### src/hdl/psv_pkg.sv
// Shared types, constants and tables of the pulsating-sphere velocity block.
// Used by every module under hdl but psv_delay; depends on nothing.
`default_nettype none

package psv_pkg;

    localparam int FRAC_BITS_DEF     = 16;
    localparam int CORDIC_STAGES_DEF = 16;
    localparam int ATAN_N            = 24;

    // pi in Q2.30 with 32 bits, and the CORDIC gain compensation in Q2.30
    localparam logic [31:0]        PI_Q30   = 32'd3373259426;
    localparam logic signed [33:0] CORDIC_K = 34'sd652032874;
    localparam logic signed [33:0] S_ONE    = 34'sh0_4000_0000;

    // register map, byte address 4*index
    typedef enum logic [2:0] {
        REG_WINDOW_START = 3'd0,
        REG_WINDOW_END   = 3'd1,
        REG_PULSE_AMP    = 3'd2,
        REG_PULSE_FREQ   = 3'd3,
        REG_CENTER_X     = 3'd4,
        REG_CENTER_Y     = 3'd5,
        REG_CENTER_Z     = 3'd6,
        REG_TIME_TOL     = 3'd7
    } reg_idx_t;

    typedef enum logic [1:0] {
        QUAD_0 = 2'd0,
        QUAD_1 = 2'd1,
        QUAD_2 = 2'd2,
        QUAD_3 = 2'd3
    } quad_t;

    typedef struct packed {
        logic signed [33:0] x;
        logic signed [33:0] y;
        logic signed [33:0] z;
    } cordic_state_t;

    typedef struct packed {
        logic [65:0] rad;
        logic [34:0] rem;
        logic [32:0] root;
    } sqrt_state_t;

    typedef struct packed {
        logic [32:0] rem;
        logic        pend;
        logic [30:0] quo;
    } div_lane_t;

    // truncated atan(2^-i) in Q2.30
    function automatic logic [31:0] atan_q30(input int unsigned idx);
        logic [31:0] a;
        case (idx)
            0:  a = 32'h3243F6A8;
            1:  a = 32'h1DAC6705;
            2:  a = 32'h0FADBAFC;
            3:  a = 32'h07F56EA6;
            4:  a = 32'h03FEAB76;
            5:  a = 32'h01FFD55B;
            6:  a = 32'h00FFFAAA;
            7:  a = 32'h007FFF55;
            8:  a = 32'h003FFFEA;
            9:  a = 32'h001FFFFD;
            10: a = 32'h000FFFFF;
            11: a = 32'h0007FFFF;
            12: a = 32'h0003FFFF;
            13: a = 32'h0001FFFF;
            14: a = 32'h0000FFFF;
            15: a = 32'h00007FFF;
            16: a = 32'h00003FFF;
            17: a = 32'h00001FFF;
            18: a = 32'h00000FFF;
            19: a = 32'h000007FF;
            20: a = 32'h000003FF;
            21: a = 32'h000001FF;
            22: a = 32'h000000FF;
            23: a = 32'h0000007F;
            default: a = 32'h0;
        endcase
        return a;
    endfunction

endpackage

`default_nettype wire

### src/hdl/psv_div_cell.sv
// One quotient bit of the three-lane restoring divide by the radius, registered.
// Depends on psv_pkg for the lane type.
`default_nettype none

module psv_div_cell
    import psv_pkg::*;
(
    input  wire logic                 clk,
    input  wire logic                 en,
    input  wire logic      [32:0]     dvs_in,
    input  wire div_lane_t [2:0]      lane_in,
    output logic           [32:0]     dvs_out,
    output div_lane_t      [2:0]      lane_out
);

    logic      [32:0] dvs_reg;
    div_lane_t [2:0]  lane_reg;
    div_lane_t [2:0]  lane_next;
    logic      [33:0] sh;

    always_comb
    begin
        sh = '0;
        for (int k = 0; k < 3; k++)
        begin
            sh = {lane_in[k].rem, lane_in[k].pend};
            lane_next[k].pend = 1'b0;
            if (sh >= {1'b0, dvs_in})
            begin
                lane_next[k].rem = 33'(sh - {1'b0, dvs_in});
                lane_next[k].quo = {lane_in[k].quo[29:0], 1'b1};
            end
            else
            begin
                lane_next[k].rem = sh[32:0];
                lane_next[k].quo = {lane_in[k].quo[29:0], 1'b0};
            end
        end
    end

    always_ff @(posedge clk)
    begin
        if (en)
        begin
            dvs_reg  <= dvs_in;
            lane_reg <= lane_next;
        end
    end

    assign dvs_out  = dvs_reg;
    assign lane_out = lane_reg;

endmodule

`default_nettype wire

### config.mk
export PLATFORM = sky130hd
export DESIGN_NAME = psv_div_cell
export DESIGN_NICKNAME = d
export VERILOG_FILES = /design/src/hdl/psv_pkg.sv /design/src/hdl/psv_div_cell.sv
export SDC_FILE = /design/constraint.sdc
export NUM_CORES = 1
export LEC_CHECK = 0
export ABC_AREA = 0
export BUFFER_PORTS_ARGS = -buffer_cell sky130_fd_sc_hd__buf_2
export CAP_MARGIN = 25
export CORE_MARGIN = 3
export CORE_UTILIZATION = 40
export DETAILED_ROUTE_END_ITERATION = 10
export HOLD_SLACK_MARGIN = 0.06
export PLACE_DENSITY = 0.66
export SKIP_CTS_REPAIR_TIMING = 1
export SLEW_MARGIN = 10
export SYNTH_ARGS = -nofsm -noshare
export SYNTH_HDL_FRONTEND = slang
export SYNTH_SLANG_ARGS = --single-unit
### constraint.sdc
create_clock -name clk -period 8 [get_ports clk]
set_input_delay 0.4 -clock clk [delete_from_list [all_inputs] [get_ports clk]]
set_output_delay 0.4 -clock clk [all_outputs]
set_load 0.05 [all_outputs]
; ---- Word-level counts from Yosys, hierarchy flattened
; Index checks and enable logic that the tools add are counted.
[word_totals]
out_inout_bits = 228
register_bits = 225
[classes]
muxes = 6
addsub = 3
magnitude_cmp = 3
[ops]
columns = cell, count
row1 = >= comparator 34 x 33 -> 1 bit, 3
row2 = 2-to-1 mux 33 bit, 3
row3 = subtractor 33 bit, 3
row4 = 2-to-1 mux 1 bit, 3

; ---- Logic depth before layout (Yosys ltp)
; Gate-level depths: netlist (run 1).
[depth]
word_depth = 2
mapped_depth = 14
ltp_nobuf = 13

; ---- Worst setup path before layout (run 1)
; OpenSTA, ideal clock, no wires.
[synth_path]
path_kind = input-to-reg
startpoint = in lane_in[96] in the netlist's numbering
endpoint = reg lane_reg, in the netlist lane_out[101] (data pin)
arrival_time_ns = 3.358
required_ns = 7.740
setup_slack_ns = 4.382
n_path_buf = 1
cell_stages = 14
cell_sequence = inv_1 -> ha_1 -> inv_1 -> fa_1 -> a211oi_1 -> o21ai_1 -> a2111oi_4 -> o21ai_2 -> nand2_2 -> nand2_2 -> a41o_2 -> a2111oi_4 -> buf_6 -> mux2_4
[synth_rtl]
columns = element, line_no
row1 = start: declaration, psv_div_cell.sv:11  ; input wire div_lane_t [2:0] lane_in,
row2 = end signal: assignment, psv_div_cell.sv:46  ; lane_reg <= lane_next;
row3 = end: declaration, psv_div_cell.sv:17  ; div_lane_t [2:0] lane_reg;

==> impl_metrics.ini, run 1 <==
[outcome]
status = finished, final reports clean

[routing]
ant_nets = 0
dr.pass1.iters = 5
viasPerCell = 5.35
totalWireLength_um = 46300
drt-initial-drc-count = 622
wl_per_cell_um = 21.5
drc = 0
num_vias = 11521

[yosys]
synth_top_area_frac = 0.507
ys_ff_latch = 225
synth_cell_types = 71
synth_area_per_cell_um2 = 11.8
synth_edf_count = 225
netlist_instances = 1129
syn_area_um2 = 13300
synth_warnings = 0
synth_top_cells_by_area = edfxtp_1 51%, ha_1 9.3%, xnor2_1 3.5%, a21oi_1 3.4%, mux2_2 3.2%
yosysSeqAreaShare = 0.507
synth.largest_area_cell = edfxtp_1
ys.flop_type = edfxtp_1
async_flop_share = 0

[hold_path]
hp-class = in -> reg

[timing]
slew_headroom = 0.376
hold_viol_final = 0
period_needed_ps = 4900
tns_ps = 0
rsz0062_at_grt = false
finalWorstSetupSlack_ps = 3100
worst_pin_slew_ps = 936
setup_viol = 0
slew_viol_final = 0
timing.final.crit_share = 0.613
fmax_mhz = 204

[clocking]
numCtsBuffers = 27
cts-root-buf = clkbuf_16
clkTransAtPathRegs_ps = 60
htreeDepth = 1
cts.sink_count = 225
cts_buffer_depth = 3
cts_tree = yes

[finish]
drive_above_1_share = 0.340
finish.utilization = 0.550
multi_input_area_um2 = 6180
final_area_um2 = 18000
most-common-layout-cells = 450 x buf_2, 225 x edfxtp_1, 111 x dlygate4sd3_1
area_growth_pct = 35.2
layout.nets = 2023
final_common_cell = buf_2
register_area_um2 = 6760
fillers = 2806

[die]
num_rows = 66
die_w_um = 188
coreArea_um2 = 32700
start_util = 0.407
die_area_um2 = 35500
die_h_um = 188
ios = 458

[global_routing]
antenna_found_initial = 10
grt_pass1_vias = 10899
grt_overflow = 0
grt_max_degree = 96
grt.total_usage = 0.233
grt_pass1_wl_um = 64100

[worst_setup_path]
critPathBufInv = 4
cp_max_fo = 45
cp_cell_sequence = dlygate4sd3_1 -> buf_2 -> inv_1 -> fa_1 -> a211oi_1 -> o21ai_0 -> a41oi_1 -> o21ai_1 -> a21oi_1 -> o21ai_0 -> a41oi_4 -> buf_4 -> a311oi_1 -> a32o_1
cp_data_required_time_ps = 8280
cp_top_family = compound AO/OA/AOI/OAI gates
path_class = in -> reg
endpoint_kind = flop
crit_path_start_kind = input pin
crit_path_top_delay_cell = dlygate4sd3_1
crit_path_frequent_cell = o21ai_0
critPathArrivalTime_ps = 5190
cpPeakStageDelay_ps = 590

[flow_run]
max_cap_viol_count = 0

[power_and_ir_drop]
power.total_mw = 4.10
cellPowerDensity_nw_per_um2 = 228
irDropWorstVdd_v = 0.000127
leakage_nw = 7.87

[placement]
dpl-instance-area_um2 = 16000
place_ws_ps = 3160
globalplace.congestion = 0.916
hpwlAfterDp_um = 35200
io_buffers = 451
-- logic make-up (layout without fill, tap and decap cells) --
group | after synthesis | in the layout | synth area share
flip-flops | 225 | 225 | 0.507
AO/OA/AOI/OAI | 326 | 326 | 0.159
adder cells (fa/ha/maj) | 102 | 102 | 0.0975
buffers and inverters | 93 | 672 | 0.0297
AND/OR/NAND/NOR | 227 | 227 | 0.0836
other | 1 | 6 | 0.000282
XOR/XNOR | 86 | 86 | 0.0566
multiplexers | 69 | 69 | 0.0660
-- power breakdown --
group / internal (mW) / switching, mW
clock network: 0.715 / 0.499
registers: 1.47 / 0.0374
logic: 0.443 / 0.941
-- cell usage after synthesis (4+ instances only) --
cell type / number
and4_1: 5
xnor2_1: 53
nor3_1: 9
nand2b_1: 8
buf_2: 4
a221oi_1: 4
buf_6: 4
o21a_1: 14
inv_1: 57
mux2_4: 28
a21oi_1: 90
xor2_1: 33
nor2_1: 45
o31ai_1: 8
nor4_1: 5
nand2_1: 76
and3_1: 14
nand3_1: 18
nand4_1: 17
a31oi_1: 14
o21ai_1: 4
a211oi_1: 14
edfxtp_1: 225
a21o_1: 41
o211ai_1: 6
o21bai_1: 17
ha_1: 99
and2_1: 6
nor2b_1: 13
mux2_2: 38
a21boi_0: 5
clkbuf_1: 24
o21ai_0: 75
-- stage by stage --
step,hold slack [ps],instances
floorplan,499,1131
global placement,578,1993
detailed placement,578,1993
CTS,5.75,2041
global route,61.3,2155
finish,82.5,2155
-- sequential cells by signal, summed over array words and instances (netlist names) --
signal    count
dvs_out      33
lane_out    192
-- final timing paths --
| check | start | endpoint | slack, ps | cells after the start |
|---|---|---|---|---|
| setup / recovery | dvs_in[1] | lane_out[178] | 3100 | 14 |
| hold / removal | dvs_in[23] | dvs_out[23] | 80 | 1 |
-- area by class of cell --
class                      instances  area share
multi-input combinational        813       0.343
tap                              442      0.0307
inverter                          57      0.0119
clock buffer                      30      0.0382
sequential                       225       0.375
antenna                            3    0.000417
clock inverter                    18      0.0101
timing repair buffer             567       0.190
-- routing by layer --
metal | part of all wire | track usage | vias up | wire length (um)
met3 | 0.073 | 0.0614 | 111 | 3390
li1 | - | - | 5411 | -
met2 | 0.49 | 0.403 | 474 | 22600
met5 | 0.0016 | 0 | - | 74
met4 | 0.048 | 0.0920 | 12 | 2200
met1 | 0.39 | 0.278 | 5513 | 18000
Note: power is estimated with default switching activity, not from simulation.
==> inputs of run 2 (changes only) <==
Clock period 8 ns to 4.79 ns, I/O delays scaled along.
==> impl_metrics.ini, run 2 (same netlist as run 1, synthesis figures left out) <==
[power_and_ir_drop]
leakage_nw = 8.35
cellPowerDensity_nw_per_um2 = 373
irDropWorstVdd_v = 0.000282
power.total_mw = 7.13

[timing]
setup_viol = 0
rsz0062_at_grt = false
fmax_mhz = 235
finalWorstSetupSlack_ps = 540
timing.final.crit_share = 0.887
slew_headroom = 0.326
worst_pin_slew_ps = 1010
tns_ps = 0
period_needed_ps = 4250
hold_viol_final = 0
slew_viol_final = 0

[clocking]
clkTransAtPathRegs_ps = 60
cts.sink_count = 225
cts_tree = yes
cts_buffer_depth = 3
cts-root-buf = clkbuf_16
htreeDepth = 1
numCtsBuffers = 26

[global_routing]
grt_pass1_vias = 10866
grt_max_degree = 122
grt_pass1_wl_um = 65000
antenna_found_initial = 2
grt_overflow = 0
grt.total_usage = 0.237

[worst_setup_path]
cp_data_required_time_ps = 5070
setup.worst_path.end = lane_out[190]
critPathArrivalTime_ps = 4530
cp_max_fo = 23
crit_start = dvs_in[0]
path_class = in -> reg
crit_path_start_kind = input pin
endpoint_kind = flop

[die]
num_rows = 66
die_area_um2 = 35500
die_h_um = 188
start_util = 0.407
ios = 458
coreArea_um2 = 32700
die_w_um = 188

[routing]
ant_nets = 0
viasPerCell = 5.24
num_vias = 11822
wl_per_cell_um = 21.4
dr.pass1.iters = 4
drt-initial-drc-count = 774
totalWireLength_um = 48200
drc = 0

[finish]
area_growth_pct = 43.6
largest_reg_flops = 192
fillers = 2690
most-common-layout-cells = 450 x buf_2, 225 x edfxtp_1, 210 x dlygate4sd3_1
layout.nets = 2127
final_common_cell = buf_2
drive_above_1_share = 0.325

[hold_path]
hp-start = lane_in[177]
hp-class = in -> reg

[placement]
hpwlAfterDp_um = 35200
globalplace.congestion = 0.906
io_buffers = 451
place_ws_ps = 622

[flow_run]
max_cap_viol_count = 0

[outcome]
status = finished, final reports clean
run 2: final cells by class:
cell class,instances,area [um^2],area share
antenna,1,2.50,0.000131
tap,442,553,0.0289
inverter,57,214,0.0112
sequential,225,6760,0.353
timing repair buffer,672,4460,0.233
clock inverter,20,272,0.0142
clock buffer,28,679,0.0355
multi-input combinational,813,6180,0.323
run 2: per-layer routing:
| layer | share of wire | up-vias | track usage |
|---|---|---|---|
| met5 | 0.00023 | - | 0 |
| met4 | 0.043 | 2 | 0.0759 |
| met3 | 0.066 | 105 | 0.0560 |
| met2 | 0.49 | 462 | 0.415 |
| met1 | 0.40 | 5639 | 0.288 |
| li1 | - | 5614 | - |
run 2: report_power, final:
group	internal, mW	switching [mW]	total (mW)
sequential	2.45	0.0672	2.52
combinational	0.800	1.60	2.40
clock	1.36	0.858	2.21
run 2: worst max-delay path: stages:
cell and delay (ps):
dlygate4sd3_1 530, buf_2 230, ha_1 210, inv_1 60, fa_1 420, a211oi_1 300, o21ai_0 230, a41oi_1 430
o21ai_1 260, a21oi_1 220, o21ai_0 220, a41oi_4 730, inv_1 150, mux2_2 300
run 2: how the worst min path moves through the flow:
stage	slack [ps]	cells after the start	to
floorplan	340	0	dvs_out[0]
global placement	420	1	lane_out[5]
detailed placement	420	1	lane_out[132]
CTS	-150	1	lane_out[82]
global route	60	2	lane_out[163]
finish	70	2	lane_out[178]
run 2: metrics by stage:
stage	hold WS, ps	utilization	cell area [um^2]	std cells
2_1_floorplan	338	-	13300	1131
3_3_place_gp	418	0.491	16100	1999
3_5_place_dp	418	0.491	16100	1999
4_1_cts	-153	0.520	17000	2047
5_1_grt	64.0	0.585	19100	2258
6_report	72.7	0.585	19100	2258
