`config.mk`:
```
export PLATFORM = sky130hd
export DESIGN_NAME = psv_sqrt_cell
export DESIGN_NICKNAME = d
export VERILOG_FILES = /design/src/hdl/psv_pkg.sv /design/src/hdl/psv_sqrt_cell.sv
export SDC_FILE = /design/constraint.sdc
export NUM_CORES = 1
export LEC_CHECK = 0
export ABC_CLOCK_PERIOD_IN_PS = 7000
export BUFFER_PORTS_ARGS = -buffer_cell sky130_fd_sc_hd__buf_2
export CORE_UTILIZATION = 40
export DETAILED_ROUTE_END_ITERATION = 16
export HOLD_SLACK_MARGIN = 0.02
export PLACE_DENSITY = 0.68
export RECOVER_POWER = 50
export SLEW_MARGIN = 20
export SYNTH_ARGS = -nofsm -noshare
export SYNTH_HDL_FRONTEND = slang
export SYNTH_SLANG_ARGS = --single-unit
```
`constraint.sdc`:
```
create_clock -name clk -period 7 [get_ports clk]
set_input_delay 1.4 -clock clk [delete_from_list [all_inputs] [get_ports clk]]
set_output_delay 1.4 -clock clk [all_outputs]
set_load 0.02 [all_outputs]
```
`src/hdl/psv_pkg.sv`:
```
// Shared types, constants and tables of the pulsating-sphere velocity block.
// Used by every module under hdl but psv_delay; depends on nothing.
`default_nettype none

package psv_pkg;

    localparam int FRAC_BITS_DEF     = 16;
    localparam int CORDIC_STAGES_DEF = 16;
    localparam int ATAN_N            = 24;

    // pi in Q2.30 with 32 bits, and the CORDIC gain compensation in Q2.30
    localparam logic [31:0]        PI_Q30   = 32'd3373259426;
    localparam logic signed [33:0] CORDIC_K = 34'sd652032874;
    localparam logic signed [33:0] S_ONE    = 34'sh0_4000_0000;

    // register map, byte address 4*index
    typedef enum logic [2:0] {
        REG_WINDOW_START = 3'd0,
        REG_WINDOW_END   = 3'd1,
        REG_PULSE_AMP    = 3'd2,
        REG_PULSE_FREQ   = 3'd3,
        REG_CENTER_X     = 3'd4,
        REG_CENTER_Y     = 3'd5,
        REG_CENTER_Z     = 3'd6,
        REG_TIME_TOL     = 3'd7
    } reg_idx_t;

    typedef enum logic [1:0] {
        QUAD_0 = 2'd0,
        QUAD_1 = 2'd1,
        QUAD_2 = 2'd2,
        QUAD_3 = 2'd3
    } quad_t;

    typedef struct packed {
        logic signed [33:0] x;
        logic signed [33:0] y;
        logic signed [33:0] z;
    } cordic_state_t;

    typedef struct packed {
        logic [65:0] rad;
        logic [34:0] rem;
        logic [32:0] root;
    } sqrt_state_t;

    typedef struct packed {
        logic [32:0] rem;
        logic        pend;
        logic [30:0] quo;
    } div_lane_t;

    // truncated atan(2^-i) in Q2.30
    function automatic logic [31:0] atan_q30(input int unsigned idx);
        logic [31:0] a;
        case (idx)
            0:  a = 32'h3243F6A8;
            1:  a = 32'h1DAC6705;
            2:  a = 32'h0FADBAFC;
            3:  a = 32'h07F56EA6;
            4:  a = 32'h03FEAB76;
            5:  a = 32'h01FFD55B;
            6:  a = 32'h00FFFAAA;
            7:  a = 32'h007FFF55;
            8:  a = 32'h003FFFEA;
            9:  a = 32'h001FFFFD;
            10: a = 32'h000FFFFF;
            11: a = 32'h0007FFFF;
            12: a = 32'h0003FFFF;
            13: a = 32'h0001FFFF;
            14: a = 32'h0000FFFF;
            15: a = 32'h00007FFF;
            16: a = 32'h00003FFF;
            17: a = 32'h00001FFF;
            18: a = 32'h00000FFF;
            19: a = 32'h000007FF;
            20: a = 32'h000003FF;
            21: a = 32'h000001FF;
            22: a = 32'h000000FF;
            23: a = 32'h0000007F;
            default: a = 32'h0;
        endcase
        return a;
    endfunction

endpackage

`default_nettype wire

```
`src/hdl/psv_sqrt_cell.sv`:
```
// One digit step of the restoring integer square root, registered.
// Depends on psv_pkg for the state type.
`default_nettype none

module psv_sqrt_cell
    import psv_pkg::*;
(
    input  wire logic        clk,
    input  wire logic        en,
    input  wire sqrt_state_t st_in,
    output sqrt_state_t      st_out
);

    sqrt_state_t st_reg;
    sqrt_state_t st_next;
    logic [36:0] rem_sh;
    logic [36:0] trial;

    always_comb
    begin
        rem_sh = {st_in.rem, st_in.rad[65:64]};
        trial  = {2'b00, st_in.root, 2'b01};
        st_next.rad = {st_in.rad[63:0], 2'b00};
        if (rem_sh >= trial)
        begin
            st_next.rem  = 35'(rem_sh - trial);
            st_next.root = {st_in.root[31:0], 1'b1};
        end
        else
        begin
            st_next.rem  = rem_sh[34:0];
            st_next.root = {st_in.root[31:0], 1'b0};
        end
    end

    always_ff @(posedge clk)
    begin
        if (en)
        begin
            st_reg <= st_next;
        end
    end

    assign st_out = st_reg;

endmodule

`default_nettype wire

```
# Word-level counts from Yosys, hierarchy flattened

Index checks and enable logic that the tools add are counted.

Add/sub/neg operators: 1
Order comparisons: 1
Mux-type cells: 1

Operators with widths:

| operator                                         | count |
|---|---|
| 68-bit two-way mux                               | 1 |
| 37-bit by 35-bit >= comparator with 1-bit output | 1 |
| 35-bit subtractor                                | 1 |

Register bits: 132
Input port bits: 136
Output and inout bits: 134
Logic and storage cells: 6

# Logic depth before layout (Yosys ltp)

Gate-level depths: netlist (run 1).

Word-level depth: 2
Gate-level depth with buffers: 13

# Worst setup path before layout (run 1)

Ideal clock, no wire load.

Path type: input to register
Start point: input port st_in[4] (netlist name)
End point: register st_reg, in the netlist st_out[39], data pin
Library setup time: 260 ps
Data arrival time: 3726 ps
Path slack: 3014 ps
Stages on the path: 12
Path buffers: 2
Cell sequence: inv_1 > ha_1 > o21a_1 > o211ai_2 > a311oi_1 > nor4_2 > a2111oi_2 > o21a_2 > o211a_1 > buf_6 > buf_12 > mux2_4

RTL lines:

| what                   | RTL line            | RTL |
|---|---|---|
| start: declaration     | psv_sqrt_cell.sv:10 | `input wire sqrt_state_t st_in,` |
| end signal: assignment | psv_sqrt_cell.sv:40 | `st_reg <= st_next;` |
| end: declaration       | psv_sqrt_cell.sv:14 | `sqrt_state_t st_reg;` |

==> results of run 1 <==
## cell usage in the layout (no fill, tap or decap), types with 4 or more instances in the layout
cell type,n
nor2b_1,4
a21o_1,26
inv_6,5
o21ai_0,12
xor2_1,14
xnor2_1,19
inv_1,41
nand3_1,9
edfxtp_1,132
mux2_4,25
mux2_2,6
and3_1,4
clkbuf_1,77
nor2_1,22
ha_1,35
o221ai_1,4
a21oi_1,30
clkbuf_16,17
buf_2,190
nand2_1,25
nand4_1,8
## worst paths after layout
path / cells after the start / end / slack [ps] / from
min: 1 / st_out[75] / 1150 / st_in[73]
max: 12 / st_out[53] / 2420 / st_in[4]
## through the flow
step / cell area (um2) / worst slack, ps
global route: 8590 / 2110
global placement: 8130 / 2060
detailed placement: 8130 / 1970
floorplan: 6630 / 3010
finish: 8590 / 2420
CTS: 8690 / 2400
## metal layers
metal,track usage [%],routed length [um]
met5,0,13
met4,6.36,252
met3,5.90,1230
met2,35.5,8840
met1,22.3,7070
## final cells by class
cell class	instances	area (um2)	share of cell area (%)
multi-input combinational	298	2380	27.7
sequential	132	3960	46.2
inverter	41	154	1.79
clock buffer	17	425	4.95
tap	216	270	3.15
timing repair buffer	269	1250	14.6
clock inverter	15	139	1.62
## report_power, final
group | leakage (nW) | total [W] | internal [W] | switching (W)
Clock | 0.270 | 0.000843 | 0.000468 | 0.000375
Combinational | 2.22 | 0.000525 | 0.000210 | 0.000315
Sequential | 1.29 | 0.000993 | 0.000973 | 0.0000205
Total | 3.78 | 0.00236 | 0.00165 | 0.000710
## logic make-up (layout without fill, tap and decap cells)
logic type	Yosys count	in the layout	synth area share, %
xor+xnor	33	33	4.36
mux	34	34	7.14
buf+inv	59	342	4.32
compound gates	107	107	11.3
fa+ha+maj	35	35	6.61
other cells	1	2	0.0566
flops	132	132	59.8
simple gates	87	87	6.40
==> flow_summary.json, run 1 <==
{
  "max-slew-margin-rel_pct": -75.3,
  "fp-row-count": 46,
  "dieArea_um2": 17100,
  "fin_crit_ps": 4580,
  "start_util_pct": 41.4,
  "clkTransAtPathRegs_ps": 60,
  "synth_cells": 488,
  "core_um2": 16000,
  "setup_viol": 0,
  "cts_setup_buffers": 0,
  "vias": 4976,
  "crit_fanout": 24,
  "path_cells": "clkbuf_1 -> inv_1 -> ha_1 -> o21a_1 -> o211ai_2 -> a311oi_1 -> nor4_2 -> a2111oi_2 -> o21a_2 -> o211a_2 -> buf_4 -> mux2_4",
  "synth_edf_count": 132,
  "fillers": 1469,
  "nets": 930,
  "synth_ff_type": "edfxtp_1",
  "layout_worst_path_cycle_share_pct": 65.5,
  "arrival_ps": 4750,
  "async_flop_share_pct": 0,
  "p_per_area_nw_per_um2": 275,
  "grt_pass1_vias": 4791,
  "wl_per_cell_um": 17.6,
  "io_buffers": 267,
  "syn_area_per_cell_um2": 13.6,
  "fin_total_pwr_w": 0.00236,
  "startpoint_type": "input port",
  "drt_first_pass_iters": 5,
  "grt_usage_pct": 19.7,
  "cts_tree": "built",
  "slew_viol_final": 49,
  "hold_slack_ps": 1150,
  "ctsResizeCount": 0,
  "cpPeakStageDelay_ps": 730,
  "die_w_um": 131,
  "irDropWorstVdd_mv": 0.157,
  "crit_path_end_kind": "flip-flop",
  "synth_area_leaders": "edfxtp_1, ha_1, mux2_4",
  "drt_wl_total_um": 17400,
  "synth_area_um2": 6630,
  "violations": "max-capacitance violations, max-slew violations",
  "drt_iter0_drc": 201,
  "cts_hold_buffers": 0,
  "p_leak_nw": 3.78,
  "largest_reg_flops": 132,
  "critical_path_class": "input port to flip-flop",
  "synth_seq_area_share_pct": 59.8,
  "synth.distinct_cells": 57,
  "synth_most_common_cell": "edfxtp_1",
  "gp_congestion": 0.795,
  "cts.sinks": 132,
  "synth.top_cells.by_count": "edfxtp_1, inv_1, ha_1",
  "antenna_left": 0,
  "critPathTopFamily": "compound AO/OA/AOI/OAI gates",
  "htree_levels": 4,
  "io-pin-count": 270,
  "finalNonFillerCells": 988,
  "grt_max_degree": 86,
  "required_ps": 7170,
  "rsz0062_at_grt": "no",
  "dpl.hpwl_um": 13500,
  "drive_gt1_share_pct": 34.6,
  "worst_path_max_delay_cell": "o211a_2",
  "synth_area_leader_cell": "edfxtp_1",
  "cap_viol_max_count": 1,
  "fmax_mhz": 218,
  "antenna_cells": 0,
  "yosys_warnings": 0,
  "grt_remaining_overflow": 0,
  "vias_per_cell": 5.04,
  "tightest_slew_ps": 2630,
  "hold_viol_final": 0,
  "min_path_type": "input port to flip-flop",
  "setup_tns_ps": 0,
  "cts-root-buf": "clkbuf_16",
  "area_delta_synth_final_pct": 29.6,
  "grt_pass1_wl_um": 24900,
  "fin_util_pct": 53.7,
  "netlist.area_leader.share_pct": 59.8,
  "cts_inserted_buffers": 17,
  "fp.dieH_um": 131,
  "clockBufferDepth": 2,
  "antenna_found_initial": 1,
  "drc": 0,
  "dp_cells": 956,
  "cp_num_buf_inv": 3,
  "outcome": "complete, but fails checks",
  "ys_seq_elements": 132
}
Power figures use the tool's default switching activity.
==> run 2: changes to the inputs <==
--- a/config.mk
+++ b/config.mk
@@ -5,12 +5,12 @@
 export SDC_FILE = /design/constraint.sdc
 export NUM_CORES = 1
 export LEC_CHECK = 0
-export ABC_CLOCK_PERIOD_IN_PS = 7000
+export ABC_CLOCK_PERIOD_IN_PS = 3800
 export BUFFER_PORTS_ARGS = -buffer_cell sky130_fd_sc_hd__buf_2
 export CORE_UTILIZATION = 40
 export DETAILED_ROUTE_END_ITERATION = 16
 export HOLD_SLACK_MARGIN = 0.02
-export PLACE_DENSITY = 0.68
+export PLACE_DENSITY = 0.71
 export RECOVER_POWER = 50
 export SLEW_MARGIN = 20
 export SYNTH_ARGS = -nofsm -noshare
==> constraint.sdc (replaced) <==
create_clock -name clk -period 3.8 [get_ports clk]
set_input_delay 0.76 -clock clk [delete_from_list [all_inputs] [get_ports clk]]
set_output_delay 0.76 -clock clk [all_outputs]
set_load 0.02 [all_outputs]
==> flow_summary.json, run 2 (same netlist as run 1, synthesis figures left out) <==
{
  "outcome": "complete, but fails checks",
  "violations": "max-capacitance violations, max-slew violations",
  "die_w_um": 131,
  "tightest_slew_ps": 1560,
  "max-slew-margin-rel_pct": -4.13,
  "cap_viol_max_count": 1,
  "largest_reg_flops": 132,
  "cts_inserted_buffers": 17,
  "p_per_area_nw_per_um2": 501,
  "cpPeakStageDelay_ps": 430,
  "drt_iter0_drc": 190,
  "rsz0062_at_grt": "no",
  "whs_endpoint": "st_out[88]",
  "drt_first_pass_iters": 4,
  "min_path_type": "input port to flip-flop",
  "grt_remaining_overflow": 0,
  "fillers": 1429,
  "grt_max_degree": 61,
  "layout_worst_path_cycle_share_pct": 86.0,
  "slew_viol_final": 61,
  "cp_num_buf_inv": 3,
  "fin_util_pct": 54.7,
  "ctsResizeCount": 0,
  "fmax_mhz": 306,
  "antenna_found_initial": 1,
  "final_common_cell": "buf_2",
  "grt_usage_pct": 20.0,
  "nets": 941,
  "dieArea_um2": 17100,
  "io-pin-count": 270,
  "antenna_left": 0,
  "cts_tree": "built",
  "startpoint_type": "input port",
  "critPathTopFamily": "compound AO/OA/AOI/OAI gates",
  "start_util_pct": 41.4,
  "min-delay-start": "st_in[86]",
  "fin_crit_ps": 3270,
  "cts_setup_buffers": 0,
  "gp_congestion": 0.825,
  "htree_levels": 4,
  "dpl.hpwl_um": 13400,
  "required_ps": 3970,
  "grt_pass1_vias": 4701,
  "vias": 4898,
  "irDropWorstVdd_mv": 0.287,
  "mostFrequentLayoutCells": "buf_2, edfxtp_1, inv_1, ha_1, a21oi_1",
  "area_delta_synth_final_pct": 32.2,
  "clockBufferDepth": 2,
  "cts-root-buf": "clkbuf_16",
  "setup_viol": 0,
  "p_leak_nw": 4.00,
  "drt_wl_total_um": 17000,
  "core_um2": 16000,
  "path_depth": 12,
  "hold_slack_ps": 510,
  "wl_per_cell_um": 17.0,
  "worst_path_max_delay_cell": "a2111oi_2",
  "regArea_um2": 3960,
  "crit_fanout": 20,
  "arrival_ps": 3440,
  "fp.dieH_um": 131,
  "grt_pass1_wl_um": 24900,
  "clkTransAtPathRegs_ps": 60,
  "multi_input_area_um2": 2380,
  "vias_per_cell": 4.90,
  "path_cells": "clkbuf_1 -> inv_1 -> ha_1 -> o21a_1 -> o211ai_2 -> a311oi_1 -> nor4_2 -> a2111oi_2 -> o21a_2 -> o211a_2 -> buf_12 -> mux2_2",
  "cts_hold_buffers": 0,
  "antenna_cells": 0,
  "holdPathStages": 1,
  "io_buffers": 267,
  "drc": 0,
  "hold_viol_final": 0,
  "cts.sinks": 132,
  "crit_path_end_kind": "flip-flop",
  "drive_gt1_share_pct": 42.4,
  "critical_path_class": "input port to flip-flop",
  "setup_tns_ps": 0,
  "fp-row-count": 46
}
run 2: metrics by stage:
step                      total power, W  setup WS (ps)  std cells  area [um2]
after global routing             0.00457            318        999        8760
after floorplan                  0.00251            454        489        6630
final                            0.00438            531        999        8760
after global placement           0.00285            195        967        8230
after detailed placement         0.00286           83.5        967        8230
after CTS                        0.00443            533        999        8800
run 2: report_power, final:
| group | switching (W) | internal, W |
|---|---|---|
| registers | 0.0000362 | 0.00179 |
| clock network | 0.000699 | 0.000863 |
| logic | 0.000574 | 0.000420 |
run 2: cell type report:
class | instances | area share, %
Inverter | 41 | 1.76
Tap cell | 216 | 3.09
Sequential cell | 132 | 45.3
Timing Repair Buffer | 280 | 16.3
Clock buffer | 17 | 4.86
Multi-Input combinational cell | 298 | 27.2
Clock inverter | 15 | 1.59
run 2: worst max-delay path by stage:
stage,endpoint,startpoint
final,st_out[35],st_in[3]
after global routing,st_out[67],st_in[3]
after CTS,st_out[35],st_in[4]
after detailed placement,st_out[36],st_in[4]
after global placement,st_out[35],st_in[4]
after floorplan,st_out[39],st_in[4]
run 2: metal layers:
layer	up-vias	track usage, %	routed length, um
met4	2	8.38	253
met1	2307	22.8	6760
met2	174	35.1	8770
met5	-	0	13
met3	23	5.58	1180
li1	2392	-	-
