<file path="src/hdl/psv_pkg.sv">
// Shared types, constants and tables of the pulsating-sphere velocity block.
// Used by every module under hdl but psv_delay; depends on nothing.
`default_nettype none

package psv_pkg;

    localparam int FRAC_BITS_DEF     = 16;
    localparam int CORDIC_STAGES_DEF = 16;
    localparam int ATAN_N            = 24;

    // pi in Q2.30 with 32 bits, and the CORDIC gain compensation in Q2.30
    localparam logic [31:0]        PI_Q30   = 32'd3373259426;
    localparam logic signed [33:0] CORDIC_K = 34'sd652032874;
    localparam logic signed [33:0] S_ONE    = 34'sh0_4000_0000;

    // register map, byte address 4*index
    typedef enum logic [2:0] {
        REG_WINDOW_START = 3'd0,
        REG_WINDOW_END   = 3'd1,
        REG_PULSE_AMP    = 3'd2,
        REG_PULSE_FREQ   = 3'd3,
        REG_CENTER_X     = 3'd4,
        REG_CENTER_Y     = 3'd5,
        REG_CENTER_Z     = 3'd6,
        REG_TIME_TOL     = 3'd7
    } reg_idx_t;

    typedef enum logic [1:0] {
        QUAD_0 = 2'd0,
        QUAD_1 = 2'd1,
        QUAD_2 = 2'd2,
        QUAD_3 = 2'd3
    } quad_t;

    typedef struct packed {
        logic signed [33:0] x;
        logic signed [33:0] y;
        logic signed [33:0] z;
    } cordic_state_t;

    typedef struct packed {
        logic [65:0] rad;
        logic [34:0] rem;
        logic [32:0] root;
    } sqrt_state_t;

    typedef struct packed {
        logic [32:0] rem;
        logic        pend;
        logic [30:0] quo;
    } div_lane_t;

    // truncated atan(2^-i) in Q2.30
    function automatic logic [31:0] atan_q30(input int unsigned idx);
        logic [31:0] a;
        case (idx)
            0:  a = 32'h3243F6A8;
            1:  a = 32'h1DAC6705;
            2:  a = 32'h0FADBAFC;
            3:  a = 32'h07F56EA6;
            4:  a = 32'h03FEAB76;
            5:  a = 32'h01FFD55B;
            6:  a = 32'h00FFFAAA;
            7:  a = 32'h007FFF55;
            8:  a = 32'h003FFFEA;
            9:  a = 32'h001FFFFD;
            10: a = 32'h000FFFFF;
            11: a = 32'h0007FFFF;
            12: a = 32'h0003FFFF;
            13: a = 32'h0001FFFF;
            14: a = 32'h0000FFFF;
            15: a = 32'h00007FFF;
            16: a = 32'h00003FFF;
            17: a = 32'h00001FFF;
            18: a = 32'h00000FFF;
            19: a = 32'h000007FF;
            20: a = 32'h000003FF;
            21: a = 32'h000001FF;
            22: a = 32'h000000FF;
            23: a = 32'h0000007F;
            default: a = 32'h0;
        endcase
        return a;
    endfunction

endpackage

`default_nettype wire

</file>
<file path="src/hdl/psv_cordic_cell.sv">
// One rotation-mode CORDIC step with its output register.
// Depends on psv_pkg for the state type and the atan table.
`default_nettype none

module psv_cordic_cell
    import psv_pkg::*;
#(
    parameter int IDX = 0
) (
    input  wire logic          clk,
    input  wire logic          en,
    input  wire cordic_state_t st_in,
    output cordic_state_t      st_out
);

    cordic_state_t      st_reg;
    cordic_state_t      st_next;
    logic signed [33:0] xs;
    logic signed [33:0] ys;
    logic signed [33:0] at;

    always_comb
    begin
        xs = st_in.x >>> IDX;
        ys = st_in.y >>> IDX;
        at = $signed({2'b00, atan_q30(IDX)});
        if (!st_in.z[33])
        begin
            st_next.x = st_in.x - ys;
            st_next.y = st_in.y + xs;
            st_next.z = st_in.z - at;
        end
        else
        begin
            st_next.x = st_in.x + ys;
            st_next.y = st_in.y - xs;
            st_next.z = st_in.z + at;
        end
    end

    always_ff @(posedge clk)
    begin
        if (en)
        begin
            st_reg <= st_next;
        end
    end

    assign st_out = st_reg;

endmodule

`default_nettype wire

</file>
<file path="config.mk">
export PLATFORM = sky130hd
export DESIGN_NAME = psv_cordic_cell
export DESIGN_NICKNAME = d
export VERILOG_FILES = /design/src/hdl/psv_pkg.sv /design/src/hdl/psv_cordic_cell.sv
export SDC_FILE = /design/constraint.sdc
export NUM_CORES = 1
export LEC_CHECK = 0
export BUFFER_PORTS_ARGS = -buffer_cell sky130_fd_sc_hd__buf_4
export CORE_MARGIN = 5
export CORE_UTILIZATION = 62
export DETAILED_ROUTE_END_ITERATION = 16
export HOLD_SLACK_MARGIN = 0.1
export PLACE_DENSITY = 0.84
export SYNTH_ARGS = -nofsm -noshare
export SYNTH_HDL_FRONTEND = slang
export SYNTH_SLANG_ARGS = --single-unit
</file>
<file path="constraint.sdc">
create_clock -name clk -period 7.5 [get_ports clk]
set_clock_uncertainty 0.1 [all_clocks]
set_input_delay 0.375 -clock clk [delete_from_list [all_inputs] [get_ports clk]]
set_output_delay 0.375 -clock clk [all_outputs]
set_load 0.01 [all_outputs]
</file>
Word-level counts from Yosys, hierarchy flattened
Cells that the tools add are included.
{"block": "classes", "add_sub_neg": 5, "muxes": 1}
{"op": "$mux W102", "n": 1}
{"op": "$sub A34 B34 Y34", "n": 2}
{"op": "$add A34 B31 Y34 const B", "n": 1}
{"op": "$add A34 B34 Y34", "n": 1}
{"op": "$sub A34 B31 Y34 const B", "n": 1}
{"block": "totals", "reg_bits": 102, "input_bits": 104, "output_inout_bits": 102}

Depth between registers and ports, before layout
Gate-level depths: netlist (run 1).
{"block": "depth", "ltp_word": 2, "mapped_depth": 12, "depth_no_buf": 11}

Worst setup path after synthesis (run 1)
No wires, ideal clock.
{"block": "synth_timing", "path_kind": "in2reg", "from": "in st_in[33] in the netlist's numbering", "to": "reg st_reg, in the netlist st_out[29], data pin", "arrival_time_ps": 3348, "required_time_ps": 7134, "setup_slack_ps": 3786, "cell_stages": 12, "n_path_buf": 2, "cell_sequence": "clkbuf_1 > clkinv_1 > buf_2 > fa_1 > a211oi_2 > nor2_1 > o31a_1 > a211o_1 > a311o_1 > a21oi_4 > nor3_1 > or3b_1"}
{"item": "start: declaration", "line_no": "psv_cordic_cell.sv:12", "text": "input wire cordic_state_t st_in,"}
{"item": "end signal: assignment", "line_no": "psv_cordic_cell.sv:45", "text": "st_reg <= st_next;"}
{"item": "end: declaration", "line_no": "psv_cordic_cell.sv:16", "text": "cordic_state_t st_reg;"}

==> results of run 1 <==
metrics by stage:
stage,cell area (sq um),power [mW],hold WS (ns),worst slack [ns],util (%)
final,12500,2.21,0.201,3.56,74.8
after floorplan,10500,1.34,0.374,3.79,-
after detailed placement,12100,1.70,0.454,3.28,72.9
after global placement,12100,1.68,0.453,3.32,72.9
after global routing,12500,2.31,0.194,3.44,74.8
after CTS,12500,2.19,0.193,3.65,74.8
power groups by stage:
stage	Clock (mW)	Combinational (mW)	Sequential, mW
floorplan	0	0.505	0.835
global placement	0	0.895	0.790
detailed placement	0	0.908	0.793
CTS	0.499	0.915	0.780
global route	0.525	1.00	0.788
finish	0.495	0.934	0.780
cell usage in the layout (no fill, tap or decap), types with 19 or more instances in the layout:
| cell | netlist | routed |
|---|---|---|
| edfxtp_1 | 101 | 101 |
| a21o_1 | 38 | 38 |
| o21bai_1 | 19 | 19 |
| a211oi_1 | 21 | 21 |
| nand2_1 | 56 | 56 |
| ha_1 | 128 | 128 |
| xnor2_1 | 68 | 68 |
| nor2_1 | 99 | 99 |
| buf_4 | 2 | 208 |
| o21a_1 | 19 | 19 |
| nand3_1 | 25 | 25 |
| nor3_1 | 22 | 22 |
| inv_1 | 113 | 113 |
| a21oi_1 | 127 | 127 |
| o21ai_0 | 71 | 71 |
per-layer routing:
layer / global-route usage (%) / vias up / part of all wire, %
met5: 0 / - / 0
met2: 50.8 / 705 / 45
met4: 10.5 / 0 / 3.4
met3: 4.19 / 96 / 11
met1: 45.5 / 4874 / 41
li1: - / 4801 / -
cells by family after synthesis:
group	Yosys count	synth area share, %
xor+xnor	83	6.91
simple gates	300	14.0
compound gates	417	26.3
mux	18	1.71
fa+ha+maj	132	16.0
flops	101	28.8
buf+inv	167	6.31
worst paths after layout:
path | start | endpoint | slack (ns) | cells after the start
hold / removal | st_in[3] | st_out[3]$_DFFE_PP_ | 0.20 | 2
setup / recovery | st_in[33] | st_out[29]$_DFFE_PP_ | 3.56 | 12
area by class of cell:
class                      count  area, sq um  area share (%)
inverter                     115          432            3.47
timing repair buffer         211         1590            12.8
clock inverter                 6         70.1           0.563
tap                          220          275            2.21
multi-input combinational    950         6830            54.8
clock buffer                  10          229            1.84
sequential                   101         3030            24.3
==> results.json, run 1 <==
{
  "via_count": 10476,
  "power.switching_uw": 804,
  "max_slew.worst_pin.slew_ns": 1.13,
  "hold_viol_final": 0,
  "crit_path_max_incr_delay_ns": 0.53,
  "maxSlewViolCount": 0,
  "post_cts_resize_count": 0,
  "vias_per_cell": 6.49,
  "clockPowerShare_pct": 22.4,
  "internal-power_mw": 1.41,
  "groute.usage.overall_pct": 32.1,
  "netlist_top_cells_area": "edfxtp_1 (29%), ha_1 (15%), a21oi_1 (6.0%), xnor2_1 (5.7%), inv_1 (4.0%)",
  "post-cts-setup-buffer-count": 0,
  "initial_utilization_pct": 63.2,
  "cts_inserted_buffers": 9,
  "grt_first_pass_wirelength_mm": 51.3,
  "synth.cell_area_sq_mm": 0.0105,
  "hpwl_mm": 25.8,
  "ys_types": 77,
  "layoutNonFillerInstCount": 1613,
  "clk_transition_reported_paths_ns": 0.08,
  "antenna_violating_nets_post_route": 0,
  "antenna-diode-count": 0,
  "clk_path_buf_depth": 2,
  "p_leak_nw": 5.55,
  "timing.setup.critical_path_class": "in -> reg",
  "layout.filler_cells": 1245,
  "critPathLaunchType": "input pin",
  "pin_count_of_the_biggest_net_entering_global_routing": 90,
  "worstPathMaxFanout": 50,
  "cell_by_cell_trace_of_the_critical_path": "buf_4 > clkinv_1 > buf_4 > fa_1 > a211oi_2 > nor2_1 > o31a_1 > a211o_1 > a311o_1 > a21oi_4 > nor3_1 > or3b_1",
  "synth_enable_flop_cells": 101,
  "syn-mean-instance-area_sq_um": 8.64,
  "most_used_flip_flop_cell_after_synthesis": "edfxtp_1",
  "max_clock_freq_ghz": 0.254,
  "vias_in_the_first_global_route": 9728,
  "clock_tree_from_tritoncts": "done",
  "final_layout_size_suffix_gt1_share_pct": 17.8,
  "die-width_um": 140,
  "port_buffers": 205,
  "final.period_utilization_pct": 52.6,
  "clkSinkCount": 101,
  "critPathTopFamily": "compound AO/OA/AOI/OAI gates",
  "fin_setup_tns_ns": 0,
  "crit_slowest_cell": "fa_1",
  "globalplace.congestion": 1.01,
  "period_needed_ns": 3.94,
  "grt_overflow_total": 0,
  "area_share_of_the_leading_cell_type_in_the_synthesized_netlist_pct": 28.8,
  "number_of_remaining_drc_errors": 0,
  "route.detailed.wl_per_inst_um": 20.4,
  "rsz0062_at_grt": "no",
  "vdd_ir_drop_max_v": 0.000138,
  "cts.htree.levels": 3,
  "sequentialPowerShare_pct": 35.3,
  "end_kind": "flop",
  "ys.warnings.count": 0,
  "clockRootBuffer": "clkbuf_16",
  "nNetsFinal": 1624,
  "first_pass_iters": 6,
  "share_comb_of_total_power_pct": 42.3,
  "post_synth_net_total": 1454,
  "largest_register_ff_count": 101,
  "place.detailed.instances": 1594,
  "layout_overhead_on_the_synthesized_area_pct": 18.4,
  "synth_commonest_cells": "ha_1 (128), a21oi_1 (127), inv_1 (113)",
  "power_density_mw_per_mm2": 177,
  "status": "completed",
  "number_of_drc_violations_after_detailed_routing_iteration_0": 1188,
  "max_capacitance_violation_count": 0,
  "initial_antenna_violation_count": 0,
  "die_outline_area_sq_mm": 0.0197,
  "maxSlewHeadroom_pct": 24.6,
  "post_cts_hold_buffer_count": 3,
  "timing.hold.worst.class": "in -> reg",
  "synthArstFlopShare_pct": 0,
  "yosysSeqAreaShare_pct": 28.8,
  "switching_share_pct": 36.4,
  "die-height_um": 140,
  "path_buf_inv": 3,
  "syn-instance-count": 1218,
  "cpMostUsedCell": "buf_4",
  "critical_path_required_ns": 7.51,
  "synth_top_area_cell": "edfxtp_1",
  "post-synth-top-count-cell": "ha_1",
  "worst-endpoint-arrival_ns": 3.96,
  "setup-violations-final": 0,
  "top_level_ports": 206,
  "placeable_area_sq_mm": 0.0166,
  "post_synthesis_sequential_element_count": 101,
  "final_routed_wirelength_across_all_metal_layers_mm": 33.0,
  "number_of_placement_rows": 47
}
No activity file was read; power rests on OpenSTA's default activity.
==> inputs of run 2 (changes only) <==
--- a/config.mk
+++ b/config.mk
@@ -5,12 +5,13 @@
 export SDC_FILE = /design/constraint.sdc
 export NUM_CORES = 1
 export LEC_CHECK = 0
+export ABC_AREA = 1
 export BUFFER_PORTS_ARGS = -buffer_cell sky130_fd_sc_hd__buf_4
 export CORE_MARGIN = 5
-export CORE_UTILIZATION = 62
+export CORE_UTILIZATION = 53
 export DETAILED_ROUTE_END_ITERATION = 16
 export HOLD_SLACK_MARGIN = 0.1
-export PLACE_DENSITY = 0.84
+export PLACE_DENSITY = 0.75
 export SYNTH_ARGS = -nofsm -noshare
 export SYNTH_HDL_FRONTEND = slang
 export SYNTH_SLANG_ARGS = --single-unit
==> constraint.sdc (replaced) <==
create_clock -name clk -period 3.4 [get_ports clk]
set_clock_uncertainty 0.1 [all_clocks]
set_input_delay 0.17 -clock clk [delete_from_list [all_inputs] [get_ports clk]]
set_output_delay 0.17 -clock clk [all_outputs]
set_load 0.01 [all_outputs]
==> run 2 against run 1 <==
Against the previous run: first-iteration DRC count down 8.1%; clock power increased by 130%; global-route usage fell by 0.66 points; combinational power is 140% higher; die area is 29% higher; critical path depth increased by 4; cell area grew 11%; routed wire length increased by 27%; largest cell class unchanged; largest power group unchanged.
==> results.json, run 2 <==
{
  "largest_register_ff_count": 101,
  "initial_antenna_violation_count": 0,
  "clkSinkCount": 101,
  "port_buffers": 205,
  "max_clock_freq_ghz": 0.345,
  "final.period_utilization_pct": 85.2,
  "worstHoldStart": "st_in[34]",
  "groute.usage.overall_pct": 31.4,
  "power.total_mw": 5.01,
  "initial_utilization_pct": 54.0,
  "timing.hold.worst.class": "in -> reg",
  "post_cts_resize_count": 0,
  "setup-violations-final": 0,
  "most_used_flip_flop_cell_after_synthesis": "edfxtp_1",
  "timing.setup.critical_path_class": "in -> reg",
  "die-height_um": 159,
  "final_area_sq_mm": 0.0138,
  "hpwl_mm": 34.6,
  "area_share_of_the_leading_cell_type_in_the_synthesized_netlist_pct": 25.7,
  "post_synth_net_total": 2018,
  "mostFrequentLayoutCells": "nand2_1 (488), inv_1 (225), buf_4 (211)",
  "layout_overhead_on_the_synthesized_area_pct": 17.2,
  "synth.cell_area_sq_mm": 0.0118,
  "antenna_violating_nets_post_route": 0,
  "synth_top_area_cell": "edfxtp_1",
  "clockRootBuffer": "clkbuf_16",
  "clk_transition_reported_paths_ns": 0.09,
  "end_kind": "flop",
  "nNetsFinal": 2203,
  "critical_path_required_ns": 3.44,
  "power_density_mw_per_mm2": 361,
  "post-cts-setup-buffer-count": 0,
  "period_needed_ns": 2.90,
  "post-synth-top-count-cell": "nand2_1",
  "clock_tree_from_tritoncts": "done",
  "globalplace.congestion": 0.971,
  "final_layout_size_suffix_gt1_share_pct": 12.9,
  "worstPathMaxFanout": 5,
  "top_level_ports": 206,
  "fin_setup_tns_ns": 0,
  "critPathLaunchType": "input pin",
  "max_slew.worst_pin.slew_ns": 0.858,
  "number_of_remaining_drc_errors": 0,
  "grt_first_pass_wirelength_mm": 64.6,
  "syn-instance-count": 1782,
  "placeable_area_sq_mm": 0.0219,
  "grt_overflow_total": 0,
  "rsz0062_at_grt": "no",
  "yosysSeqAreaShare_pct": 25.7,
  "pin_count_of_the_biggest_net_entering_global_routing": 73,
  "postLayoutSetupSlackWorst_ns": 0.505,
  "status": "completed",
  "via_count": 12985,
  "syn-mean-instance-area_sq_um": 6.63,
  "cts_inserted_buffers": 9,
  "maxSlewHeadroom_pct": 42.8,
  "netlist_top_cells_area": "edfxtp_1 (26%), nand2_1 (16%), ha_1 (14%), inv_1 (7.1%), a21oi_1 (6.7%)",
  "maxSlewViolCount": 0,
  "max_capacitance_violation_count": 0,
  "clk_path_buf_depth": 2,
  "placed_area_sq_mm": 0.0135,
  "hold_viol_final": 0,
  "worst-endpoint-arrival_ns": 2.93,
  "synth_enable_flop_cells": 101,
  "synth_commonest_cells": "nand2_1 (488), inv_1 (225), nor2_1 (176)",
  "mostFrequentLayoutCell": "nand2_1",
  "post_synthesis_sequential_element_count": 101,
  "preCtsSetupSlack_ns": 0.640,
  "number_of_placement_rows": 54,
  "antenna-diode-count": 0,
  "number_of_drc_violations_after_detailed_routing_iteration_0": 1092,
  "cts.htree.levels": 3,
  "final_routed_wirelength_across_all_metal_layers_mm": 41.7,
  "first_pass_iters": 6,
  "place.detailed.instances": 2230,
  "ys.warnings.count": 0,
  "vias_in_the_first_global_route": 12475,
  "vdd_ir_drop_max_v": 0.000230,
  "synthArstFlopShare_pct": 0,
  "min_to": "st_out[34]$_DFFE_PP_",
  "ys_types": 41,
  "layoutNonFillerInstCount": 2252,
  "hold-path-cell-count": 4,
  "route.detailed.wl_per_inst_um": 18.5,
  "die-width_um": 159,
  "vias_per_cell": 5.77,
  "p_leak_nw": 6.93,
  "die_outline_area_sq_mm": 0.0254
}
[run 2: changes by cell type after synthesis, sizes merged, moves of 16 or more]
cell    before  now
a21o        38   15
inv        113  234
o21ai       73  115
nand3       25  155
xor2        15   44
mux2i       18    2
a21oi      128  161
nor2b       17    0
a211oi      24    0
nor2        99  182
xnor2       68    5
nand2       56  489
[run 2: cell families after synthesis]
group | count (synthesis) | synth area share, %
and+or+nand+nor | 881 | 30.8
AOI/OAI and AO/OA | 340 | 15.9
buffers and inverters | 277 | 9.62
adders and majority gates | 132 | 14.2
DFF | 101 | 25.7
xor gates and xnor gates | 49 | 3.63
muxes | 2 | 0.169
[run 2: final cells by class]
class                   count  area (sq um)
flip-flops and latches    101          3030
repair buffers            217          1640
fillers                  2118          8040
clock inverters             7          75.1
inverters                 234           878
multi-input cells        1404          7640
well taps                 280           350
clock buffers               9           225
[run 2: worst max path at each step]
stage,slack [ns],startpoint,to
2_1_floorplan,1.11,st_in[33],st_out[30]$_DFFE_PP_
3_3_place_gp,0.60,st_in[38],st_out[52]$_DFFE_PP_
3_5_place_dp,0.64,st_in[37],st_out[52]$_DFFE_PP_
4_1_cts,0.56,st_in[68],st_out[64]$_DFFE_PP_
5_1_grt,0.37,st_in[68],st_out[64]$_DFFE_PP_
6_report,0.50,st_in[68],st_out[64]$_DFFE_PP_
[run 2: critical path: stages]
cell and delay, ns:
dlygate4sd3_1 0.53, buf_4 0.14, ha_1 0.24, fa_1 0.49, nand2_1 0.11, nor2_1 0.06
nor2_2 0.24, inv_2 0.06, nand2_1 0.05, nand2_1 0.09, nand2_1 0.09, nand2_1 0.17
nand2_1 0.19, nand3_1 0.12, nand3_1 0.11, nand2_1 0.06
[run 2: metal layers]
metal  up-vias  share of wire, %  global-route usage, %
met5         -                 0                      0
met4         0               3.8                   12.6
met3        96               8.5                   3.91
met1      5932                42                   41.6
li1       6275                 -                      -
met2       682                46                   52.2
[run 2: timing repair]
item                       CTS  global route
hold buffers                 6             0
hold endpoints to repair     6             0
setup endpoints to repair    0             0
[run 2: power breakdown]
| group | switching (mW) | total (mW) | internal, mW |
|---|---|---|---|
| Sequential | 0.0591 | 1.67 | 1.61 |
| Clock | 0.592 | 1.12 | 0.524 |
| Combinational | 1.41 | 2.22 | 0.808 |
| Total | 2.06 | 5.01 | 2.94 |
[run 2: metrics by stage]
stage	utilization, %	hold WS, ns
2_1_floorplan	-	0.169
3_3_place_gp	61.6	0.249
3_5_place_dp	61.6	0.250
4_1_cts	63.3	0.179
5_1_grt	63.3	0.191
6_report	63.3	0.179
==> inputs of run 3 (changes only) <==
--- a/config.mk
+++ b/config.mk
@@ -8,10 +8,10 @@
 export ABC_AREA = 1
 export BUFFER_PORTS_ARGS = -buffer_cell sky130_fd_sc_hd__buf_4
 export CORE_MARGIN = 5
-export CORE_UTILIZATION = 53
+export CORE_UTILIZATION = 33
 export DETAILED_ROUTE_END_ITERATION = 16
 export HOLD_SLACK_MARGIN = 0.1
-export PLACE_DENSITY = 0.75
+export PLACE_DENSITY = 0.5
 export SYNTH_ARGS = -nofsm -noshare
 export SYNTH_HDL_FRONTEND = slang
 export SYNTH_SLANG_ARGS = --single-unit
==> run 3 against run 2 <==
Against the previous run: clock power down 4%; via count down 4.4%; maximum frequency down 0.98%; combinational power about the same; largest power group unchanged; sequential power about the same; critical path depth unchanged; utilization down 24 points; first-iteration DRC count down 21%.
==> results.json, run 3 (synthesized netlist as in run 2, its figures left out) <==
{
  "status": "completed",
  "initial_utilization_pct": 33.3,
  "final.period_utilization_pct": 86.0,
  "clkSinkCount": 101,
  "crit_path_max_incr_delay_ns": 0.54,
  "maxSlewHeadroom_pct": 41.0,
  "power.total_mw": 4.98,
  "first_pass_iters": 6,
  "number_of_drc_violations_after_detailed_routing_iteration_0": 865,
  "max_capacitance_violation_count": 0,
  "crit_slowest_cell": "dlygate4sd3_1",
  "route.detailed.wl_per_inst_um": 18.7,
  "clk_path_buf_depth": 2,
  "vias_per_cell": 5.11,
  "pin_count_of_the_biggest_net_entering_global_routing": 73,
  "fin_setup_tns_ns": 0,
  "timing.hold.worst.class": "in -> reg",
  "preCtsSetupSlack_ns": 0.639,
  "clk_transition_reported_paths_ns": 0.08,
  "die-height_um": 199,
  "grt_first_pass_wirelength_mm": 68.2,
  "post-cts-setup-buffer-count": 0,
  "layout_overhead_on_the_synthesized_area_pct": 19.0,
  "mostFrequentLayoutCell": "nand2_1",
  "antenna_violating_nets_post_route": 0,
  "cts.htree.levels": 3,
  "critPathLaunchType": "input pin",
  "hold_viol_final": 0,
  "antenna-diode-count": 0,
  "globalplace.congestion": 0.937,
  "placeable_area_sq_mm": 0.0355,
  "vdd_ir_drop_max_v": 0.000265,
  "worstPathMaxFanout": 5,
  "final_layout_size_suffix_gt1_share_pct": 12.8,
  "finish.utilization_pct": 39.6,
  "final_routed_wirelength_across_all_metal_layers_mm": 45.4,
  "worst-endpoint-arrival_ns": 2.95,
  "maxSlewViolCount": 0,
  "via_count": 12415,
  "cell_by_cell_trace_of_the_critical_path": "dlygate4sd3_1 > buf_4 > ha_1 > fa_1 > nand2_1 > nor2_1 > nor2_2 > inv_2 > nand2_1 > nand2_1 > nand2_1 > nand2_1 > nand2_1 > nand3_1 > nand3_1 > nand2_1",
  "max_clock_freq_ghz": 0.342,
  "largest_register_ff_count": 101,
  "critical_path_required_ns": 3.43,
  "max_slew.worst_pin.slew_ns": 0.885,
  "hpwl_mm": 38.3,
  "placed_area_sq_mm": 0.0137,
  "grt_overflow_total": 0,
  "end_kind": "flop",
  "initial_antenna_violation_count": 0,
  "clockRootBuffer": "clkbuf_16",
  "port_buffers": 205,
  "timing.setup.critical_path_class": "in -> reg",
  "cpMostUsedCell": "nand2_1",
  "clock_tree_from_tritoncts": "done",
  "postLayoutSetupSlackWorst_ns": 0.476,
  "groute.usage.overall_pct": 22.3,
  "power_density_mw_per_mm2": 354,
  "period_needed_ns": 2.92,
  "layout.filler_cells": 3841,
  "number_of_remaining_drc_errors": 0,
  "die-width_um": 199,
  "cts_inserted_buffers": 9,
  "top_level_ports": 206,
  "setup-violations-final": 0,
  "mostFrequentLayoutCells": "nand2_1 (488), inv_1 (225), buf_4 (208)",
  "post_cts_resize_count": 0,
  "nNetsFinal": 2201,
  "die_outline_area_sq_mm": 0.0397,
  "number_of_placement_rows": 69,
  "rsz0062_at_grt": "no",
  "final_area_sq_mm": 0.0141,
  "vias_in_the_first_global_route": 12469,
  "p_leak_nw": 6.92
}
==> run 3: cell count changes in the layout (fill, tap and decap cells not counted) <==
| cell | delta |
|---|---|
| buf_4 | -3 |
| clkinv_2 | +2 |
| buf_12 | +1 |
| clkinv_4 | -1 |
| inv_6 | +3 |
| clkinvlp_4 | -1 |
| inv_8 | -2 |
| clkinv_8 | -1 |
==> run 3: timing repair <==
action	CTS	global route
hold endpoints to repair	6	0
hold buffers	6	0
endpoints found under the setup margin	0	0
==> run 3: metrics by stage <==
stage / hold slack [ns] / instances
floorplan: 0.169 / 1782
global placement: 0.250 / 2409
detailed placement: 0.251 / 2409
CTS: 0.156 / 2431
global route: 0.190 / 2431
finish: 0.169 / 2431
==> run 3: report_power, final <==
group	internal [mW]	total, mW	switching (mW)	leakage [nW]
Combinational	0.808	2.23	1.43	5.80
Clock	0.510	1.07	0.564	0.142
Sequential	1.61	1.67	0.0558	0.987
Total	2.93	4.98	2.05	6.92
==> run 3: worst max-delay path: cells and delay by family <==
kind | cells | cell delay [ns]
fa+ha+maj | 2 | 0.77
buf+inv | 3 | 0.75
simple gates | 11 | 1.28
==> run 3: worst paths after layout <==
kind,startpoint,to,slack (ns),cells after the start
worst max-delay path,st_in[68],st_out[98]$_DFFE_PP_,0.48,16
worst min-delay path,st_in[34],st_out[34]$_DFFE_PP_,0.17,4
==> run 3: layout make-up <==
class | instances | area [sq um] | share of cell area [%]
repair buffers | 215 | 1640 | 11.7
flip-flops and latches | 101 | 3030 | 21.6
well taps | 461 | 577 | 4.10
clock buffers | 9 | 225 | 1.60
clock inverters | 7 | 56.3 | 0.401
inverters | 234 | 878 | 6.25
multi-input cells | 1404 | 7640 | 54.4
==> run 3: routing by layer <==
layer,GRT usage [%],wire length [um],vias up
li1,-,-,6251
met1,28.6,19700,5688
met2,38.5,21300,416
met3,2.77,2830,60
met4,8.43,1490,0
met5,0,0,-
